==> src/hw/rtl/fcsg_pkg.sv <==
// ----------------------------------------------------------------------------
// fcsg_pkg
// shared widths, constants and types of the filled circle span generator
// ----------------------------------------------------------------------------
package fcsg_pkg;

  localparam int CoordW        = 15;
  localparam int RadW          = 7;
  localparam int OutW          = 16;
  localparam int ErrW          = 10;
  localparam int MaxRadiusDef  = 88;
  localparam int ResultCap     = 64;
  localparam int CntW          = 7;
  localparam int QueueDepth    = 2;
  localparam int QPtrW         = (QueueDepth > 1) ? $clog2(QueueDepth) : 1;
  localparam int QCntW         = $clog2(QueueDepth + 1);

  typedef struct packed {
    logic signed [CoordW-1:0] cx;
    logic signed [CoordW-1:0] cy;
    logic [RadW-1:0]          rad;
  } cmd_t;

  typedef struct packed {
    logic full;
    logic empty;
  } queue_stat_t;

  typedef enum logic [1:0] {
    BACK_IDLE = 2'b01,
    BACK_RUN  = 2'b10
  } back_state_t;

endpackage

==> src/hw/rtl/filled_circle_span_generator_top.sv <==
// ----------------------------------------------------------------------------
// filled_circle_span_generator_top
// fill-circle command in; while a circle runs, four horizontal spans per cycle
//
//   channel  handshake          payload
//   input    start / busy       in_center_x, in_center_y, in_radius
//   output   out_valid strobe   eight span coordinates, out_last_of_circle
//
// a circle of radius r yields about 0.71*r + 1 transactions (at most 64), one
// per cycle from the iteration engine in the back part; a command passes the
// hold slot, the queue, the iteration registers and the output registers
// the front holds one command and the queue two more, so commands can be taken
// while a circle is still running; busy is high while the front's slot is full
// reset is synchronous and clears control state only
// results cannot be stalled by the receiver
// ----------------------------------------------------------------------------
module filled_circle_span_generator_top #(
  parameter int MAX_RADIUS = fcsg_pkg::MaxRadiusDef
) (
  input  logic                               clk,
  input  logic                               rst_n,
  input  logic                               start,
  output logic                               busy,
  input  logic signed [fcsg_pkg::CoordW-1:0] in_center_x,
  input  logic signed [fcsg_pkg::CoordW-1:0] in_center_y,
  input  logic [fcsg_pkg::RadW-1:0]          in_radius,
  output logic                               out_valid,
  output logic signed [fcsg_pkg::OutW-1:0]   out_wide_x_left,
  output logic signed [fcsg_pkg::OutW-1:0]   out_wide_x_right,
  output logic signed [fcsg_pkg::OutW-1:0]   out_wide_row_below,
  output logic signed [fcsg_pkg::OutW-1:0]   out_wide_row_above,
  output logic signed [fcsg_pkg::OutW-1:0]   out_narrow_x_left,
  output logic signed [fcsg_pkg::OutW-1:0]   out_narrow_x_right,
  output logic signed [fcsg_pkg::OutW-1:0]   out_narrow_row_below,
  output logic signed [fcsg_pkg::OutW-1:0]   out_narrow_row_above,
  output logic                               out_last_of_circle
);

  fcsg_pkg::queue_stat_t q_stat;
  fcsg_pkg::cmd_t        push_cmd;
  fcsg_pkg::cmd_t        pop_cmd;
  logic                  push;
  logic                  pop;

  fcsg_front #(
    .MAX_RADIUS (MAX_RADIUS)
  ) u_front (
    .clk         (clk),
    .rst_n       (rst_n),
    .start       (start),
    .busy        (busy),
    .in_center_x (in_center_x),
    .in_center_y (in_center_y),
    .in_radius   (in_radius),
    .q_stat      (q_stat),
    .push        (push),
    .push_cmd    (push_cmd)
  );

  fcsg_queue u_queue (
    .clk      (clk),
    .rst_n    (rst_n),
    .push     (push),
    .push_cmd (push_cmd),
    .pop      (pop),
    .pop_cmd  (pop_cmd),
    .q_stat   (q_stat)
  );

  fcsg_back u_back (
    .clk                  (clk),
    .rst_n                (rst_n),
    .q_stat               (q_stat),
    .pop_cmd              (pop_cmd),
    .pop                  (pop),
    .out_valid            (out_valid),
    .out_wide_x_left      (out_wide_x_left),
    .out_wide_x_right     (out_wide_x_right),
    .out_wide_row_below   (out_wide_row_below),
    .out_wide_row_above   (out_wide_row_above),
    .out_narrow_x_left    (out_narrow_x_left),
    .out_narrow_x_right   (out_narrow_x_right),
    .out_narrow_row_below (out_narrow_row_below),
    .out_narrow_row_above (out_narrow_row_above),
    .out_last_of_circle   (out_last_of_circle)
  );

endmodule

==> src/hw/rtl/fcsg_front.sv <==
// ----------------------------------------------------------------------------
// fcsg_front
// accepts a circle command, clamps the radius and hands it to the queue
// ----------------------------------------------------------------------------
module fcsg_front #(
  parameter int MAX_RADIUS = fcsg_pkg::MaxRadiusDef
) (
  input  logic                               clk,
  input  logic                               rst_n,
  input  logic                               start,
  output logic                               busy,
  input  logic signed [fcsg_pkg::CoordW-1:0] in_center_x,
  input  logic signed [fcsg_pkg::CoordW-1:0] in_center_y,
  input  logic [fcsg_pkg::RadW-1:0]          in_radius,
  input  fcsg_pkg::queue_stat_t              q_stat,
  output logic                               push,
  output fcsg_pkg::cmd_t                     push_cmd
);

  localparam logic [fcsg_pkg::RadW-1:0] RadMax = fcsg_pkg::RadW'(MAX_RADIUS);

  fcsg_pkg::cmd_t hold_r;
  logic           hold_vld_r;
  logic           accept;
  logic [fcsg_pkg::RadW-1:0] rad_clamped;

  assign busy        = hold_vld_r;
  assign accept      = start && !hold_vld_r;
  assign push        = hold_vld_r && !q_stat.full;
  assign push_cmd    = hold_r;
  assign rad_clamped = (in_radius > RadMax) ? RadMax : in_radius;

  always_ff @(posedge clk) begin
    if (!rst_n) begin
      hold_vld_r <= 1'b0;
    end else if (accept) begin
      hold_vld_r <= 1'b1;
    end else if (push) begin
      hold_vld_r <= 1'b0;
    end
  end

  always_ff @(posedge clk) begin
    if (accept) begin
      hold_r.cx  <= in_center_x;
      hold_r.cy  <= in_center_y;
      hold_r.rad <= rad_clamped;
    end
  end

endmodule

==> src/hw/rtl/fcsg_queue.sv <==
// ----------------------------------------------------------------------------
// fcsg_queue
// short command queue between front and back
// ----------------------------------------------------------------------------
module fcsg_queue (
  input  logic                  clk,
  input  logic                  rst_n,
  input  logic                  push,
  input  fcsg_pkg::cmd_t        push_cmd,
  input  logic                  pop,
  output fcsg_pkg::cmd_t        pop_cmd,
  output fcsg_pkg::queue_stat_t q_stat
);

  fcsg_pkg::cmd_t                mem_r [fcsg_pkg::QueueDepth];
  logic [fcsg_pkg::QPtrW-1:0]    wr_ptr_r;
  logic [fcsg_pkg::QPtrW-1:0]    rd_ptr_r;
  logic [fcsg_pkg::QCntW-1:0]    cnt_r;
  logic                          do_push;
  logic                          do_pop;

  localparam logic [fcsg_pkg::QCntW-1:0] CntFull = fcsg_pkg::QCntW'(fcsg_pkg::QueueDepth);
  localparam logic [fcsg_pkg::QPtrW-1:0] PtrLast =
    fcsg_pkg::QPtrW'(fcsg_pkg::QueueDepth - 1);

  assign q_stat.full  = (cnt_r == CntFull);
  assign q_stat.empty = (cnt_r == '0);
  assign do_push      = push && !q_stat.full;
  assign do_pop       = pop && !q_stat.empty;
  assign pop_cmd      = mem_r[rd_ptr_r];

  always_ff @(posedge clk) begin
    if (!rst_n) begin
      wr_ptr_r <= '0;
      rd_ptr_r <= '0;
      cnt_r    <= '0;
    end else begin
      if (do_push) begin
        wr_ptr_r <= (wr_ptr_r == PtrLast) ? '0 : wr_ptr_r + 1'b1;
      end
      if (do_pop) begin
        rd_ptr_r <= (rd_ptr_r == PtrLast) ? '0 : rd_ptr_r + 1'b1;
      end
      if (do_push && !do_pop) begin
        cnt_r <= cnt_r + 1'b1;
      end else if (do_pop && !do_push) begin
        cnt_r <= cnt_r - 1'b1;
      end
    end
  end

  always_ff @(posedge clk) begin
    if (do_push) begin
      mem_r[wr_ptr_r] <= push_cmd;
    end
  end

endmodule

==> src/hw/rtl/fcsg_back.sv <==
// ----------------------------------------------------------------------------
// fcsg_back
// midpoint circle iteration, one span set per cycle while a circle runs
// ----------------------------------------------------------------------------
module fcsg_back (
  input  logic                               clk,
  input  logic                               rst_n,
  input  fcsg_pkg::queue_stat_t              q_stat,
  input  fcsg_pkg::cmd_t                     pop_cmd,
  output logic                               pop,
  output logic                               out_valid,
  output logic signed [fcsg_pkg::OutW-1:0]   out_wide_x_left,
  output logic signed [fcsg_pkg::OutW-1:0]   out_wide_x_right,
  output logic signed [fcsg_pkg::OutW-1:0]   out_wide_row_below,
  output logic signed [fcsg_pkg::OutW-1:0]   out_wide_row_above,
  output logic signed [fcsg_pkg::OutW-1:0]   out_narrow_x_left,
  output logic signed [fcsg_pkg::OutW-1:0]   out_narrow_x_right,
  output logic signed [fcsg_pkg::OutW-1:0]   out_narrow_row_below,
  output logic signed [fcsg_pkg::OutW-1:0]   out_narrow_row_above,
  output logic                               out_last_of_circle
);

  localparam int RadW = fcsg_pkg::RadW;
  localparam int ErrW = fcsg_pkg::ErrW;
  localparam int OutW = fcsg_pkg::OutW;
  localparam int CntW = fcsg_pkg::CntW;
  localparam logic [CntW-1:0] CntCap = CntW'(fcsg_pkg::ResultCap);

  fcsg_pkg::back_state_t state_r, state_nxt;

  logic signed [fcsg_pkg::CoordW-1:0] cx_r, cy_r;
  logic [RadW-1:0]        x_r, x_nxt;
  logic [RadW-1:0]        y_r, y_nxt;
  logic signed [ErrW-1:0] err_r, err_nxt;
  logic [CntW-1:0]        cnt_r, cnt_nxt;

  logic                   dec;
  logic signed [RadW:0]   x_step_s;
  logic signed [ErrW-1:0] xs, ys, inc_lo, inc_hi;
  logic                   last;
  logic signed [OutW-1:0] cx16, cy16, x16, y16;

  logic                   valid_r;
  logic signed [OutW-1:0] wxl_r, wxr_r, wrb_r, wra_r, nxl_r, nxr_r, nrb_r, nra_r;
  logic                   last_r;

  assign pop = (state_r == fcsg_pkg::BACK_IDLE) && !q_stat.empty;

  // next iteration values
  always_comb begin
    dec      = !err_r[ErrW-1];
    y_nxt    = y_r + 1'b1;
    x_step_s = $signed({1'b0, x_r}) - $signed({{RadW{1'b0}}, dec});
    x_nxt    = x_step_s[RadW-1:0];
    ys       = $signed({{(ErrW-RadW){1'b0}}, y_nxt});
    xs       = $signed({{(ErrW-RadW){1'b0}}, x_nxt});
    inc_lo   = (ys <<< 1) + ErrW'(1);
    inc_hi   = ((ys - xs) <<< 1) + ErrW'(2);
    err_nxt  = dec ? (err_r + inc_hi) : (err_r + inc_lo);
    cnt_nxt  = cnt_r + 1'b1;
    last     = (x_step_s < $signed({1'b0, y_nxt})) || (cnt_nxt >= CntCap);
  end

  always_comb begin
    state_nxt = state_r;
    unique case (state_r)
      fcsg_pkg::BACK_IDLE: begin
        if (pop) state_nxt = fcsg_pkg::BACK_RUN;
      end
      fcsg_pkg::BACK_RUN: begin
        if (last) state_nxt = fcsg_pkg::BACK_IDLE;
      end
      default: state_nxt = fcsg_pkg::BACK_IDLE;
    endcase
  end

  assign cx16 = OutW'(cx_r);
  assign cy16 = OutW'(cy_r);
  assign x16  = $signed({{(OutW-RadW){1'b0}}, x_r});
  assign y16  = $signed({{(OutW-RadW){1'b0}}, y_r});

  always_ff @(posedge clk) begin
    if (!rst_n) begin
      state_r <= fcsg_pkg::BACK_IDLE;
      valid_r <= 1'b0;
    end else begin
      state_r <= state_nxt;
      valid_r <= (state_r == fcsg_pkg::BACK_RUN);
    end
  end

  always_ff @(posedge clk) begin
    if (pop) begin
      cx_r  <= pop_cmd.cx;
      cy_r  <= pop_cmd.cy;
      x_r   <= pop_cmd.rad;
      y_r   <= '0;
      err_r <= ErrW'(1) - $signed({{(ErrW-RadW){1'b0}}, pop_cmd.rad});
      cnt_r <= '0;
    end else if (state_r == fcsg_pkg::BACK_RUN) begin
      x_r   <= x_nxt;
      y_r   <= y_nxt;
      err_r <= err_nxt;
      cnt_r <= cnt_nxt;
    end
  end

  always_ff @(posedge clk) begin
    if (state_r == fcsg_pkg::BACK_RUN) begin
      wxl_r  <= cx16 - x16;
      wxr_r  <= cx16 + x16;
      wrb_r  <= cy16 + y16;
      wra_r  <= cy16 - y16;
      nxl_r  <= cx16 - y16;
      nxr_r  <= cx16 + y16;
      nrb_r  <= cy16 + x16;
      nra_r  <= cy16 - x16;
      last_r <= last;
    end
  end

  assign out_valid            = valid_r;
  assign out_wide_x_left      = wxl_r;
  assign out_wide_x_right     = wxr_r;
  assign out_wide_row_below   = wrb_r;
  assign out_wide_row_above   = wra_r;
  assign out_narrow_x_left    = nxl_r;
  assign out_narrow_x_right   = nxr_r;
  assign out_narrow_row_below = nrb_r;
  assign out_narrow_row_above = nra_r;
  assign out_last_of_circle   = last_r;

endmodule

==> config.mk <==
export PLATFORM = sky130hd
export DESIGN_NAME = filled_circle_span_generator_top
export DESIGN_NICKNAME = d
export VERILOG_FILES = /design/src/hw/rtl/fcsg_pkg.sv /design/src/hw/rtl/filled_circle_span_generator_top.sv /design/src/hw/rtl/fcsg_front.sv /design/src/hw/rtl/fcsg_queue.sv /design/src/hw/rtl/fcsg_back.sv
export SDC_FILE = /design/constraint.sdc
export NUM_CORES = 1
export LEC_CHECK = 0
export BUFFER_PORTS_ARGS = -buffer_cell sky130_fd_sc_hd__buf_2
export CORE_ASPECT_RATIO = 1.1
export CORE_MARGIN = 2
export CORE_UTILIZATION = 45
export DETAILED_ROUTE_END_ITERATION = 8
export HOLD_SLACK_MARGIN = 0.08
export SLEW_MARGIN = 30
export SYNTH_ARGS = -nofsm -noshare
export SYNTH_HDL_FRONTEND = slang
export SYNTH_SLANG_ARGS = --single-unit
==> constraint.sdc <==
create_clock -name clk -period 8.3 [get_ports clk]
set_input_delay 2.49 -clock clk [delete_from_list [all_inputs] [get_ports clk]]
set_output_delay 2.49 -clock clk [all_outputs]
set_load 0.05 [all_outputs]
==> out/qor.yml <==
gp_congestion: 0.840
regArea_mm2: 0.00896
clkLatencyLatePin_ns: 0.57
outcome: "complete, no violations"
fillers: 2785
maxSlewHeadroom_pct: 44.3
drive_above_1_share_pct: 21.0
min-delay-start: "u_front.push_cmd[8]"
die_w_um: 177
fp-row-count: 69
critical_path.slowest_cell: "edfxtp_1"
synth_area_leaders: "edfxtp_1 (58%), ha_1 (8.1%), xnor2_1 (4.6%)"
setup_viol: 0
drt-initial-drc-count: 544
worst_slew_pin_slew_ns: 0.836
vias: 8715
area_growth_syn_to_layout_pct: 16.1
crit_path_end_kind: "flip-flop"
synth_cell_types: 57
clkSlewWorstSetupHoldPaths_ns: 0.07
grt_max_degree: 71
multi_input_comb_area_mm2: 0.00535
cts_setup_buffers: 0
portBuffers: 170
synth_seq_cells: 306
die_y_um: 194
start_util_pct: 45.7
grt_pass1_wl_um: 46800
synthCells: 1123
hold_depth: 0
cts_buffer_depth: 3
layout.nets: 1446
startpoint: "u_back.err_r[9]"
crit_top_cell: "ha_1"
hold_violations: 0
wl_per_cell_um: 17.2
vias_per_cell: 4.98
leakage_uw: 0.00664
max_stage_delay_ns: 0.41
critPathMaxFanout: 10
clock-skew-final_ns: 0.0180
async_reset_ff_share_pct: 0
critical_path_arrival_ns: 5.06
crit_family: "adder cells"
synth_top_area_share_pct: 57.5
setup_tns_ns: 0
rr_worst_depth: 20
hold_buffers: 0
overflow: 0
antenna_found_initial: 1
dr.pass1.iters: 5
ctsResizeCount: 0
cts-root-buf: "clkbuf_16"
grt_use_total_pct: 17.5
synth_fp_nets: 1270
core-area_mm2: 0.0323
cp_cell_sequence: "clkinv_1 > ha_1 > ha_1 > xor2_1 > inv_1 > ha_1 > o21ai_0 > a21boi_1 > o21ai_2 > nand2_1 > xor2_1 > ha_1 > ha_1 > nand3_1 > o211ai_1 > nor4_1 > nor3_1 > xnor2_1 > xnor2_1 > a221o_1"
drc: 0
total_power_uw: 6760
ys.flop_type: "edfxtp_1"
crit_buf_inv: 2
cts_made_buffers: 31
die_area_mm2: 0.0343
synth.yosys.seq_area_share_pct: 60.7
timing.rr.start: "u_back.err_r[9]"
cp.depth: 20
maxCapViolCount: 0
start_kind: "flip-flop"
cts_max_level: 1
netlist_area_mm2: 0.0148
ant_nets: 0
cp.required_ns: 8.63
worstSetupPathType: "reg2reg"
rsz0062_at_grt: "false"
period_needed_ns: 4.73
synth_edf_count: 283
routed_wl_um: 30100
synth_top_area_cell: "edfxtp_1"
min-delay-path-class: "reg2reg"
dp_hpwl_um: 21800
io_pins: 171
diodes: 0
cts.sinks: 306
peakVddDrop_uv: 198
tritoncts: "built"
grt_pass1_vias: 8463
ys_warn_count: 0
fin_crit_sh_pct: 57.0
syn_area_per_cell_um2: 13.2
slew_viol_final: 0
p_per_area_mw_per_mm2: 394
fmax_ghz: 0.211
==> worst reg2reg max path: stages (launching register included) <==
cell	delay, ns
edfxtp_1	0.41
clkinv_1	0.26
ha_1	0.34
ha_1	0.24
xor2_1	0.24
inv_1	0.07
ha_1	0.34
o21ai_0	0.15
a21boi_1	0.25
o21ai_2	0.10
nand2_1	0.08
xor2_1	0.15
ha_1	0.25
ha_1	0.38
nand3_1	0.09
o211ai_1	0.26
nor4_1	0.09
nor3_1	0.23
xnor2_1	0.16
xnor2_1	0.08
a221o_1	0.29
==> kinds of logic after synthesis <==
group | after synthesis | synth area share, %
xor+xnor | 137 | 8.28
mux | 39 | 2.91
flops | 306 | 60.7
simple gates | 249 | 8.22
fa+ha+maj | 107 | 9.62
compound gates | 164 | 7.08
buf+inv | 121 | 3.23
==> path summary, 6_finish.rpt <==
path / to / slack [ns]
hold reg to reg: u_queue.mem_r[0][8] / 0.44
setup reg to reg: u_back.err_r[9] / 3.57
hold / removal: u_queue.mem_r[0][8] / 0.44
setup / recovery: u_back.err_r[9] / 3.57
==> sequential cells by signal, indices dropped and copies added (netlist names), named ones only <==
register and cells:
u_queue.mem_r 74, u_front.push_cmd 37, u_back.out_narrow_row_above 16, u_back.out_narrow_x_right 16, u_back.out_wide_row_above 16, u_back.out_wide_x_right 16
u_back.cx_r 15, u_back.cy_r 15, u_back.out_narrow_row_below 15, u_back.out_narrow_x_left 15, u_back.out_wide_row_below 15, u_back.out_wide_x_left 15
u_back.err_r 10, u_back.cnt_r 7, u_back.x_r 7, u_back.y_r 7, u_back.state_r 2, u_queue.cnt_r 2
u_back.out_last_of_circle 1, u_back.out_valid 1, u_front.busy 1, u_queue.rd_ptr_r 1, u_queue.wr_ptr_r 1
==> cell usage in the layout (no fill, tap or decap), types with 10 or more instances in the layout <==
master,n
fa_1,11
o21ai_0,29
a21o_1,10
nand2b_1,22
buf_2,170
nor3_1,23
nor2b_1,20
dfxtp_1,22
mux2_2,32
edfxtp_1,283
nand3_1,29
clkbuf_16,31
xnor2_1,77
ha_1,96
inv_1,80
xor2_1,57
o21bai_1,10
nand2_1,41
a21oi_1,52
o21ai_1,15
nor2_1,77
==> power breakdown <==
group | switching (uW) | leakage [uW] | internal (uW)
clock | 592 | 0.000510 | 816
combinational | 1720 | 0.00334 | 1170
sequential | 296 | 0.00279 | 2170
total | 2600 | 0.00664 | 4160
==> cells in the mapped netlist, drive strengths merged, types with 2 or more instances <==
cell / count
a211o: 4
a21boi: 6
a21o: 10
a21oi: 52
a31oi: 3
and2: 8
and3: 9
buf: 19
clkbuf: 15
clkinv: 3
dfxtp: 23
edfxtp: 283
fa: 11
ha: 96
inv: 84
mux2: 32
mux2i: 7
nand2: 41
nand2b: 22
nand3: 30
nand4: 2
nor2: 78
nor2b: 22
nor3: 23
nor3b: 3
nor4: 4
o211ai: 6
o21a: 9
o21ai: 45
o21bai: 10
o22ai: 3
o31a: 2
o31ai: 3
o41ai: 4
or3: 4
xnor2: 80
xor2: 57
==> final cells by class <==
cell class / instances / area share, %
Clock inverter: 23 / 1.41
Inverter: 87 / 1.92
Clock buffer: 35 / 4.61
Sequential cell: 306 / 52.3
Timing Repair Buffer: 177 / 5.50
Multi-Input combinational cell: 696 / 31.2
Tap cell: 426 / 3.11
==> layer usage <==
layer | vias up | track usage (%) | part of all wire (%)
met5 | - | 0 | 0.043
met3 | 40 | 2.45 | 4.8
met4 | 2 | 4.29 | 1.8
met2 | 220 | 28.2 | 46
li1 | 4338 | - | -
met1 | 4115 | 25.1 | 48
==> per-stage QoR <==
step	setup slack [ns]	utilization, %	std cells	area, um2	hold slack [ns]
final	3.57	53.1	1750	17100	0.443
after detailed placement	3.62	49.9	1692	16100	0.432
after CTS	3.58	53.1	1750	17100	0.447
after global routing	3.12	53.1	1750	17100	0.459
after floorplan	3.71	-	1123	14800	0.421
after global placement	3.74	49.7	1690	16100	0.425
Note: power is estimated with default switching activity, not from simulation.
